$ cat config.mk
export PLATFORM = sky130hd
export DESIGN_NAME = four_level_page_table_walker
export DESIGN_NICKNAME = d
export VERILOG_FILES = /design/src/hw/rtl/fltw_pkg.sv /design/src/hw/rtl/four_level_page_table_walker.sv /design/src/hw/rtl/fltw_front.sv /design/src/hw/rtl/fltw_queue.sv /design/src/hw/rtl/fltw_back.sv
export SDC_FILE = /design/constraint.sdc
export NUM_CORES = 1
export LEC_CHECK = 0
export BUFFER_PORTS_ARGS = -buffer_cell sky130_fd_sc_hd__buf_4
export CORE_ASPECT_RATIO = 1.75
export CORE_MARGIN = 2
export CORE_UTILIZATION = 62
export DETAILED_ROUTE_END_ITERATION = 12
export PLACE_DENSITY_LB_ADDON = 0.1
export SYNTH_ARGS = -nofsm -noshare
export SYNTH_HDL_FRONTEND = slang
export SYNTH_HIERARCHICAL = 1
export SYNTH_SLANG_ARGS = --single-unit
$ cat constraint.sdc
create_clock -name clk -period 14.1 [get_ports clk]
set_input_delay 0 -clock clk [delete_from_list [all_inputs] [get_ports clk]]
set_output_delay 0 -clock clk [all_outputs]
set_load 0.01 [all_outputs]
$ cat src/hw/rtl/fltw_pkg.sv
// Shared types, constants and codes for the four-level page table walker.
`default_nettype none

package fltw_pkg;

    // Field widths
    localparam int VA_W    = 48;
    localparam int ENTRY_W = 64;
    localparam int PA_W    = 52;
    localparam int FRAME_W = 40;
    localparam int IDX_W   = 9;

    // Default depth of the queue between front and back
    localparam int QUEUE_DEPTH_DEF = 2;

    // Input kind codes
    localparam logic KIND_TRANSLATE = 1'b0;
    localparam logic KIND_ENTRY     = 1'b1;

    // Result kind codes
    localparam logic RESULT_READ = 1'b0;
    localparam logic RESULT_DONE = 1'b1;

    // Walk levels (level of the entry awaited)
    localparam logic [1:0] LEVEL_PT   = 2'd0;
    localparam logic [1:0] LEVEL_PD   = 2'd1;
    localparam logic [1:0] LEVEL_PDPT = 2'd2;
    localparam logic [1:0] LEVEL_PML4 = 2'd3;

    // Entry flag bit positions
    localparam int PRESENT_BIT = 0;
    localparam int SIZE_BIT    = 7;

    // Classified item carried from front to back
    typedef struct packed {
        logic               kind;
        logic [VA_W-1:0]    virt_addr;
        logic               present;
        logic               size;
        logic [FRAME_W-1:0] frame;
    } walk_item_t;

endpackage

`default_nettype wire

$ cat src/hw/rtl/four_level_page_table_walker.sv
// Top level of the four-level page table walker.
//
//  channel | handshake              | payload
//  --------+------------------------+----------------------------------------------
//  s_*     | s_tvalid / s_tready    | tuser: kind; tdata: virt_addr, entry_data
//  m_*     | m_tvalid / m_tready    | tuser: result_kind, fault; tdata: read_address,
//          |                        |        phys_addr
//  cfg_*   | cfg_wr_en              | cfg_wr_data: table_root
//
// One beat per cycle sustained while the output is not stalled: the back end retires one queued
// item each cycle through a single index select and mask stage into the output register.
// An input beat is held in the queue, then formed by the back end into the output register.
// Reset is asynchronous and active low; it clears the walk state, the root and the queue.
// s_tready falls only when the queue is full; an output stall backs up into the queue.
`default_nettype none

module four_level_page_table_walker
    import fltw_pkg::*;
#(
    parameter int QUEUE_DEPTH = QUEUE_DEPTH_DEF
)
(
    input  wire logic          clk,
    input  wire logic          rst_n,
    input  wire logic          cfg_wr_en,
    input  wire logic [51:0]   cfg_wr_data,
    input  wire logic          s_tvalid,
    output logic               s_tready,
    input  wire logic [111:0]  s_tdata,   // [47:0] virt_addr, [111:48] entry_data
    input  wire logic [0:0]    s_tuser,   // [0] kind
    output logic               m_tvalid,
    input  wire logic          m_tready,
    output logic [103:0]       m_tdata,   // [51:0] read_address, [103:52] phys_addr
    output logic [1:0]         m_tuser    // [0] result_kind, [1] fault
);

    walk_item_t      front_item;
    walk_item_t      queue_item;
    logic            queue_full;
    logic            queue_valid;
    logic            queue_pop;
    logic            res_kind;
    logic            res_fault;
    logic [PA_W-1:0] res_raddr;
    logic [PA_W-1:0] res_paddr;

    assign s_tready = !queue_full;

    fltw_front u_front
    (
        .kind       (s_tuser[0]),
        .virt_addr  (s_tdata[VA_W-1:0]),
        .entry_data (s_tdata[VA_W +: ENTRY_W]),
        .item       (front_item)
    );

    fltw_queue #(
        .DEPTH (QUEUE_DEPTH)
    ) u_queue
    (
        .clk       (clk),
        .rst_n     (rst_n),
        .push      (s_tvalid),
        .push_item (front_item),
        .full      (queue_full),
        .pop       (queue_pop),
        .not_empty (queue_valid),
        .pop_item  (queue_item)
    );

    fltw_back u_back
    (
        .clk              (clk),
        .rst_n            (rst_n),
        .cfg_wr_en        (cfg_wr_en),
        .cfg_wr_data      (cfg_wr_data),
        .item_valid       (queue_valid),
        .item             (queue_item),
        .item_pop         (queue_pop),
        .out_valid        (m_tvalid),
        .out_ready        (m_tready),
        .out_result_kind  (res_kind),
        .out_read_address (res_raddr),
        .out_phys_addr    (res_paddr),
        .out_fault        (res_fault)
    );

    assign m_tdata = {res_paddr, res_raddr};
    assign m_tuser = {res_fault, res_kind};

endmodule

`default_nettype wire

$ cat src/hw/rtl/fltw_front.sv
// Front end: decodes an input beat into a classified walk item.
`default_nettype none

module fltw_front
    import fltw_pkg::*;
(
    input  wire logic               kind,
    input  wire logic [VA_W-1:0]    virt_addr,
    input  wire logic [ENTRY_W-1:0] entry_data,
    output walk_item_t              item
);

    // Pull out the flags and the frame number; other entry bits are unused
    always_comb
    begin
        item.kind      = kind;
        item.virt_addr = virt_addr;
        item.present   = entry_data[PRESENT_BIT];
        item.size      = entry_data[SIZE_BIT];
        item.frame     = entry_data[12 +: FRAME_W];
    end

endmodule

`default_nettype wire

$ cat src/hw/rtl/fltw_queue.sv
// Short FIFO of classified items between front and back.
`default_nettype none

module fltw_queue
    import fltw_pkg::*;
#(
    parameter int DEPTH = QUEUE_DEPTH_DEF
)
(
    input  wire logic       clk,
    input  wire logic       rst_n,
    input  wire logic       push,
    input  walk_item_t      push_item,
    output logic            full,
    input  wire logic       pop,
    output logic            not_empty,
    output walk_item_t      pop_item
);

    localparam int PTR_W = (DEPTH > 1) ? $clog2(DEPTH) : 1;
    localparam int CNT_W = $clog2(DEPTH + 1);

    walk_item_t             store_reg [DEPTH];
    logic [PTR_W-1:0]       wr_ptr_reg, wr_ptr_next;
    logic [PTR_W-1:0]       rd_ptr_reg, rd_ptr_next;
    logic [CNT_W-1:0]       count_reg, count_next;
    logic                   do_push, do_pop;

    assign full      = (count_reg == CNT_W'(DEPTH));
    assign not_empty = (count_reg != '0);
    assign do_push   = push && !full;
    assign do_pop    = pop && not_empty;
    assign pop_item  = store_reg[rd_ptr_reg];

    // Pointer and fill count update, wrapping at the depth
    always_comb
    begin
        wr_ptr_next = wr_ptr_reg;
        rd_ptr_next = rd_ptr_reg;
        count_next  = count_reg;
        if (do_push)
        begin
            wr_ptr_next = (wr_ptr_reg == PTR_W'(DEPTH - 1)) ? '0 : wr_ptr_reg + 1'b1;
        end
        if (do_pop)
        begin
            rd_ptr_next = (rd_ptr_reg == PTR_W'(DEPTH - 1)) ? '0 : rd_ptr_reg + 1'b1;
        end
        if (do_push && !do_pop)
        begin
            count_next = count_reg + 1'b1;
        end
        else if (do_pop && !do_push)
        begin
            count_next = count_reg - 1'b1;
        end
    end

    always_ff @(posedge clk or negedge rst_n)
    begin
        if (!rst_n)
        begin
            wr_ptr_reg <= '0;
            rd_ptr_reg <= '0;
            count_reg  <= '0;
        end
        else
        begin
            wr_ptr_reg <= wr_ptr_next;
            rd_ptr_reg <= rd_ptr_next;
            count_reg  <= count_next;
        end
    end

    // Payload storage, no reset
    always_ff @(posedge clk)
    begin
        if (do_push)
        begin
            store_reg[wr_ptr_reg] <= push_item;
        end
    end

endmodule

`default_nettype wire

$ cat src/hw/rtl/fltw_back.sv
// Back end: walk state, result forming and the output register.
`default_nettype none

module fltw_back
    import fltw_pkg::*;
(
    input  wire logic            clk,
    input  wire logic            rst_n,
    input  wire logic            cfg_wr_en,
    input  wire logic [PA_W-1:0] cfg_wr_data,
    input  wire logic            item_valid,
    input  walk_item_t           item,
    output logic                 item_pop,
    output logic                 out_valid,
    input  wire logic            out_ready,
    output logic                 out_result_kind,
    output logic [PA_W-1:0]      out_read_address,
    output logic [PA_W-1:0]      out_phys_addr,
    output logic                 out_fault
);

    logic [PA_W-1:0]    table_root_reg;
    logic               busy_reg, busy_next;
    logic [1:0]         level_reg, level_next;
    logic [VA_W-1:0]    held_va_reg, held_va_next;
    logic [FRAME_W-1:0] base_reg, base_next;

    logic               out_valid_reg, out_valid_next;
    logic               rkind_reg, rkind_next;
    logic [PA_W-1:0]    raddr_reg, raddr_next;
    logic [PA_W-1:0]    paddr_reg, paddr_next;
    logic               fault_reg, fault_next;

    logic               emit;
    logic [IDX_W-1:0]   idx;
    logic [1:0]         idx_level;
    logic [VA_W-1:0]    idx_va;

    assign item_pop = item_valid && (!out_valid_reg || out_ready);

    // Level and address for the next request: top level on translate, one down on descend
    assign idx_level = (item.kind == KIND_TRANSLATE) ? LEVEL_PML4 : level_reg - 2'd1;
    assign idx_va    = (item.kind == KIND_TRANSLATE) ? item.virt_addr : held_va_reg;

    // Table index of the level being requested
    always_comb
    begin
        unique case (idx_level)
            LEVEL_PML4: idx = idx_va[39 +: IDX_W];
            LEVEL_PDPT: idx = idx_va[30 +: IDX_W];
            LEVEL_PD:   idx = idx_va[21 +: IDX_W];
            LEVEL_PT:   idx = idx_va[12 +: IDX_W];
            default:    idx = '0;
        endcase
    end

    // Walk step for the popped item
    always_comb
    begin
        busy_next    = busy_reg;
        level_next   = level_reg;
        held_va_next = held_va_reg;
        base_next    = base_reg;
        emit         = 1'b0;
        rkind_next   = RESULT_READ;
        paddr_next   = '0;
        fault_next   = 1'b0;

        if (item.kind == KIND_TRANSLATE)
        begin
            if (!busy_reg)
            begin
                busy_next    = 1'b1;
                level_next   = LEVEL_PML4;
                held_va_next = item.virt_addr;
                base_next    = table_root_reg[PA_W-1:12];
                emit         = 1'b1;
            end
        end
        else if (busy_reg)
        begin
            emit   = 1'b1;
            priority if (!item.present)
            begin
                busy_next  = 1'b0;
                rkind_next = RESULT_DONE;
                fault_next = 1'b1;
            end
            else if (level_reg == LEVEL_PDPT && item.size)
            begin
                // 1 GiB page
                busy_next  = 1'b0;
                rkind_next = RESULT_DONE;
                paddr_next = {item.frame[FRAME_W-1:18], held_va_reg[29:0]};
            end
            else if (level_reg == LEVEL_PD && item.size)
            begin
                // 2 MiB page
                busy_next  = 1'b0;
                rkind_next = RESULT_DONE;
                paddr_next = {item.frame[FRAME_W-1:9], held_va_reg[20:0]};
            end
            else if (level_reg == LEVEL_PT)
            begin
                // 4 KiB page
                busy_next  = 1'b0;
                rkind_next = RESULT_DONE;
                paddr_next = {item.frame, held_va_reg[11:0]};
            end
            else
            begin
                // descend one level
                base_next  = item.frame;
                level_next = level_reg - 1'b1;
            end
        end

        raddr_next = (rkind_next == RESULT_READ) ? {base_next, idx, 3'b000} : '0;
    end

    // Output register occupancy
    always_comb
    begin
        if (item_pop)
        begin
            out_valid_next = emit;
        end
        else if (out_ready)
        begin
            out_valid_next = 1'b0;
        end
        else
        begin
            out_valid_next = out_valid_reg;
        end
    end

    // Control state and configuration
    always_ff @(posedge clk or negedge rst_n)
    begin
        if (!rst_n)
        begin
            table_root_reg <= '0;
            busy_reg       <= 1'b0;
            level_reg      <= LEVEL_PT;
            held_va_reg    <= '0;
            base_reg       <= '0;
            out_valid_reg  <= 1'b0;
        end
        else
        begin
            if (cfg_wr_en)
            begin
                table_root_reg <= cfg_wr_data;
            end
            if (item_pop)
            begin
                busy_reg    <= busy_next;
                level_reg   <= level_next;
                held_va_reg <= held_va_next;
                base_reg    <= base_next;
            end
            out_valid_reg <= out_valid_next;
        end
    end

    // Result payload, no reset
    always_ff @(posedge clk)
    begin
        if (item_pop && emit)
        begin
            rkind_reg <= rkind_next;
            raddr_reg <= raddr_next;
            paddr_reg <= paddr_next;
            fault_reg <= fault_next;
        end
    end

    assign out_valid        = out_valid_reg;
    assign out_result_kind  = rkind_reg;
    assign out_read_address = raddr_reg;
    assign out_phys_addr    = paddr_reg;
    assign out_fault        = fault_reg;

endmodule

`default_nettype wire
==> results of run 1 <==
-- critical path, cell delays in order (launching register included) --
cell and delay, ns:
dfrtp_4 0.76, mux2_4 0.50, buf_4 0.93, inv_1 0.34, a211oi_4 0.65, buf_4 0.59, a211oi_1 0.16
-- synthesized netlist by cell type, drive strengths merged, types with 8 or more instances --
| library cell | n |
|---|---|
| clkbuf | 52 |
| inv | 8 |
| edfxtp | 285 |
| ha | 8 |
| nand3 | 59 |
| mux2 | 179 |
| nor2 | 95 |
| mux2i | 49 |
| mux4 | 9 |
| nand2b | 40 |
| buf | 129 |
| and2 | 34 |
| a21oi | 96 |
| nand2 | 27 |
| dfrtp | 136 |
| a211oi | 80 |
| or2 | 40 |
-- layer usage --
layer / vias to the layer above / share of wire [%] / global-route usage (%)
met1: 5776 / 36 / 32.0
met5: - / 0 / 0
met3: 108 / 5.0 / 3.61
met2: 433 / 54 / 49.7
met4: 0 / 4.5 / 13.0
li1: 5332 / - / -
-- what timing repair did --
| item | 4_1_cts | 5_1_grt |
|---|---|---|
| endpoints found under the setup margin | 0 | 0 |
| gates resized for setup | 0 | 0 |
| endpoints found under the hold margin | 294 | 0 |
| hold buffers | 133 | 0 |
-- path summary, 6_finish.rpt --
check                                            start                           to  slack (ns)  cells after the start
max in group asynchronous                        rst_n           u_queue/rd_ptr_reg       12.45                      3
worst min-delay path                             rst_n    u_back/table_root_reg[47]        0.06                      2
min in group clk                             cfg_wr_en    u_back/table_root_reg[28]        0.11                      2
worst min register to register  u_back/held_va_reg[11]       u_back/held_va_reg[11]        0.50                      1
worst max-delay path                u_queue/rd_ptr_reg  u_back/out_read_address[28]        9.78                      6
worst max register to register      u_queue/rd_ptr_reg  u_back/out_read_address[28]        9.78                      6
-- placed cells by master, fill, tap and decap left out, types with 7 or more instances in the layout --
| cell type | n |
|---|---|
| nor2_1 | 91 |
| nand2_1 | 26 |
| nand3_1 | 59 |
| dfrtp_1 | 134 |
| dlygate4sd3_1 | 133 |
| edfxtp_1 | 285 |
| mux4_2 | 9 |
| or2_2 | 40 |
| mux2_4 | 80 |
| a211oi_1 | 79 |
| a21oi_1 | 96 |
| buf_4 | 253 |
| inv_1 | 7 |
| mux2i_1 | 49 |
| clkbuf_16 | 41 |
| ha_1 | 8 |
| and2_1 | 34 |
| clkbuf_1 | 9 |
| mux2_2 | 99 |
| nand2b_1 | 39 |
-- power by group --
| part | internal, mW | total [mW] | switching, mW |
|---|---|---|---|
| logic | 0.906 | 2.04 | 1.13 |
| clock network | 0.646 | 1.09 | 0.446 |
| registers | 1.91 | 2.16 | 0.252 |
| total | 3.46 | 5.29 | 1.83 |
-- cells by family after synthesis --
group,after synthesis,synth area share [%]
xor gates and xnor gates,5,0.230
AOI/OAI and AO/OA,186,6.06
adders and majority gates,8,0.526
muxes,237,15.8
buffers and inverters,189,6.46
DFF,421,62.8
other,1,0.0197
and+or+nand+nor,304,8.06
-- layout make-up --
cell class	instances	area (µm²)	share of cell area [%]
diodes	1	2.50	0.0109
clock buffers	54	1110	4.85
clock inverters	17	214	0.932
inverters	8	30.0	0.131
multi-input cells	743	5910	25.7
flip-flops and latches	421	12000	52.1
well taps	387	484	2.11
repair buffers	387	3240	14.1
==> run_results.csv, run 1 <==
group,metric,value,unit
sta,max_slew_margin,19.5,%
critical_path,worstSetupPathType,"reg2reg",
drt,wl_per_cell,21.8,µm
cells_and_area,fin_area,23000,µm²
min_path,hp-class,"in2async",
cts,cts_tree,"built",
cells_and_area,area.growth.synth_to_final,20.7,%
cells_and_area,fin_cells,2018,
grt,grt_pass1_wl,66.9,mm
place,post-place-ws,9.78,ns
floorplan,die_height,236,µm
place,dp_cells,1813,
grt,grt_pass1_vias,12200,
floorplan,ios,278,
sta,max_freq,0.232,GHz
sta,post-route-period-util,30.6,%
status,status,"complete, no violations",
sta,whs,0.0588,ns
sta,drv_slew,0,
place,placed_cell_area,20300,µm²
critical_path,cp.required,14.30,ns
grt,grt_overflow,0,
power_and_ir_drop,finalPower,5.29,mW
floorplan,core.rowCount,84,
logic_synthesis,ys_warn_count,6,
cells_and_area,final_nets,1778,
power_and_ir_drop,p_leak,8.99,nW
drt,drtPass1Iterations,5,
drt,drcViolationCount,0,
logic_synthesis,synth_cell_type_count,40,
flow_run,maxCapViolations,0,
grt,antenna_found_initial,2,
cts,cts_max_path_buffers,3,
logic_synthesis,syn_inst,1351,
drt,drtIter0Drc,835,
cts,clk_latency,0.54,ns
cells_and_area,largest_register_ffs,182,
logic_synthesis,synth_ff_type,"edfxtp_1",
power_and_ir_drop,powerDensity,230,nW/µm²
cells_and_area,final_core_util,76.1,%
critical_path,worstSetupEndpointType,"flop",
place,gp_congestion,0.795,
logic_synthesis,synth_largest_area_cell,"edfxtp_1",
logic_synthesis,netlist_area,19000,µm²
logic_synthesis,synth_edf_count,285,
floorplan,die_area,32200,µm²
cts,cts_buffers,39,
power_and_ir_drop,ir_drop,0.169,mV
sta,rsz0062_at_grt,"false",
logic_synthesis,yosysSeqAreaShare,62.8,%
floorplan,die-width,136,µm
logic_synthesis,syn_avg_cell_area,14.1,µm²
cts,cts_setup_buffers,0,
floorplan,start_util,63.1,%
floorplan,fp.coreArea,30200,µm²
sta,period_minus_slack,4.32,ns
critical_path,cp.arrival,4.52,ns
drt,num_vias,11600,
drt,viasPerCell,5.77,
sta,tightest_slew,1.20,ns
cts,htree_levels,2,
place,io_buffers,240,
cells_and_area,drive_gt1_share,33.9,%
logic_synthesis,async_reset_ff_share,32.3,%
sta,timing.final.ws_setup,9.78,ns
sta,hold_viol,0,
sta,finClkSkew,0.0190,ns
critical_path,crit_fanout,110,
cells_and_area,fill_cells,1840,
cts,clkSlewWorstSetupHoldPaths,0.06,ns
cts,cts_sinks,421,
drt,final_antenna_net_count,0,
logic_synthesis,yosys_register_bits,421,
cts,root_buffer,"clkbuf_16",
sta,setup_violations,0,
sta,finalSetupTns,0,ns
logic_synthesis,netlist.area_leader.share,45.0,%
drt,routed_wirelength,43.9,mm
grt,grt_max_degree,121,
place,dpl.hpwl,26.1,mm
logic_synthesis,netlist_top_cells_area,"edfxtp_1 (45%), dfrtp_1 (18%), mux2_4 (6.3%)",
grt,grt_usage,27.6,%
critical_path,critPathLaunchType,"flop",
(Power assumes the default switching activity.)
==> run 2: changes to the inputs <==
- CORE_UTILIZATION: 62 -> 52
- clock period: 14.1 -> 3.48 ns (I/O delays scaled with it)
==> run_results.csv, run 2 (synthesized netlist as in run 1, its figures left out) <==
group,metric,value,unit
status,status,"complete, no violations",
cts,cts_setup_buffers,0,
place,gp_congestion,0.796,
critical_path,crit_fanout,87,
cts,cts_resized,0,
drt,routed_wirelength,43.9,mm
sta,max_freq,0.347,GHz
sta,post-route-period-util,82.7,%
cells_and_area,final_common_cell,"edfxtp_1",
floorplan,die_area,38200,µm²
sta,tightest_slew,0.910,ns
sta,finalSetupTns,0,ns
drt,final_antenna_net_count,0,
grt,grt_usage,22.9,%
sta,timing.final.ws_setup,0.602,ns
critical_path,reg2regPathDepth,5,
cts,cts_tree,"built",
cells_and_area,fill_cells,2692,
cells_and_area,drive_gt1_share,34.4,%
cts,cts_buffers,40,
critical_path,worstSetupPathType,"reg2reg",
power_and_ir_drop,p_clk_share,20.4,%
power_and_ir_drop,p_int,14.0,mW
drt,num_vias,11500,
sta,hold_viol,0,
power_and_ir_drop,ir_drop,0.624,mV
critical_path,worstSetupEndpointType,"flop",
sta,drv_slew,0,
floorplan,die-width,149,µm
cts,postCtsHoldBufs,133,
floorplan,core.rowCount,92,
grt,grt_pass1_wl,66.8,mm
critical_path,cp.buffers_inverters,2,
cts,cts_sinks,421,
power_and_ir_drop,pwr-share-comb,39.2,%
critical_path,r2r_start,"u_queue/rd_ptr_reg",
critical_path,cpPeakStageDelay,0.74,ns
critical_path,path_delay_family,"buffers and inverters",
flow_run,maxCapViolations,0,
power_and_ir_drop,netSwitchingPower,7.42,mW
floorplan,start_util,52.8,%
critical_path,rrSetupSlack,0.60,ns
min_path,hp-class,"in2async",
drt,drtPass1Iterations,5,
cells_and_area,area.growth.synth_to_final,21.9,%
sta,max_slew_margin,39.4,%
drt,viasPerCell,5.42,
sta,finClkSkew,0.0230,ns
grt,grt_max_degree,104,
cts,cts_max_path_buffers,3,
floorplan,ios,278,
power_and_ir_drop,seq_power_share,40.4,%
grt,grt_overflow,0,
grt,antenna_found_initial,6,
critical_path,path_common_cell,"buf_4",
cells_and_area,largest_register_ffs,182,
critical_path,crit_cells,5,
place,post-place-ws,0.681,ns
place,dpl.hpwl,27.7,mm
critical_path,reg2reg_to,"u_back/out_read_address[24]",
cts,clkSlewWorstSetupHoldPaths,0.06,ns
sta,setup_violations,0,
cts,root_buffer,"clkbuf_16",
power_and_ir_drop,p_leak,9.06,nW
floorplan,fp.coreArea,36000,µm²
drt,drcViolationCount,0,
grt,grt_pass1_vias,11900,
power_and_ir_drop,switching_share,34.6,%
critical_path,crit_slowest_cell,"buf_4",
critical_path,critPathLaunchType,"flop",
cells_and_area,mostFrequentLayoutCells,"edfxtp_1 (285), buf_4 (260), dfrtp_1 (134), dlygate4sd3_1 (133), mux2_2 (99)",
drt,wl_per_cell,20.7,µm
place,io_buffers,240,
cts,htree_levels,2,
drt,drtIter0Drc,735,
power_and_ir_drop,powerDensity,924,nW/µm²
sta,rsz0062_at_grt,"false",
cells_and_area,final_nets,1790,
cts,clk_latency,0.55,ns
critical_path,crit_chain,"mux2_4 > buf_4 > buf_4 > a21oi_1 > a211oi_1",
floorplan,die_height,257,µm
critical_path,cp.required,3.78,ns
sta,period_minus_slack,2.88,ns
critical_path,cp.arrival,3.18,ns
## run 2: worst max path at each step
stage / to / start
3_3_place_gp: u_back/out_read_address[24] / u_queue/rd_ptr_reg
4_1_cts: u_back/out_read_address[24] / u_queue/rd_ptr_reg
5_1_grt: u_back/out_read_address[24] / u_queue/rd_ptr_reg
2_1_floorplan: u_back/out_fault / u_queue/rd_ptr_reg
6_report: u_back/out_read_address[24] / u_queue/rd_ptr_reg
3_5_place_dp: u_back/out_read_address[24] / u_queue/rd_ptr_reg
## run 2: layout make-up
cell class | instances | area, µm² | area share [%]
Sequential cell | 421 | 12000 | 51.6
Inverter | 8 | 30.0 | 0.129
Tap cell | 470 | 588 | 2.53
Clock buffer | 54 | 1100 | 4.76
Antenna cell | 5 | 12.5 | 0.0539
Clock inverter | 19 | 209 | 0.901
Multi-Input combinational cell | 743 | 5910 | 25.5
Timing Repair Buffer | 398 | 3370 | 14.5
## run 2: routing by layer
| metal | share of wire (%) | track usage, % |
|---|---|---|
| met1 | 38 | 27.4 |
| met2 | 54 | 41.6 |
| met3 | 4.1 | 2.68 |
| met4 | 4.0 | 9.68 |
| met5 | 0 | 0 |
## run 2: power by group through the flow
stage                     registers [mW]  clock network, mW  logic, mW
after floorplan                     8.71                  0       5.54
after global placement              8.70                  0       8.20
after detailed placement            8.74                  0       8.38
after CTS                           8.67               4.49       8.52
after global routing                8.82               4.68       9.13
final                               8.65               4.38       8.41
## run 2: metrics by stage
stage	power (mW)	std cells	cell area, µm²	utilization, %	hold WS (ns)
2_1_floorplan	14.3	1353	19100	-	-0.296
3_3_place_gp	16.9	1907	20500	57.0	0.133
4_1_cts	21.7	2113	23200	64.4	0.0939
6_report	21.4	2118	23200	64.4	0.0453
3_5_place_dp	17.1	1907	20500	57.0	0.131
5_1_grt	22.6	2118	23200	64.4	0.113
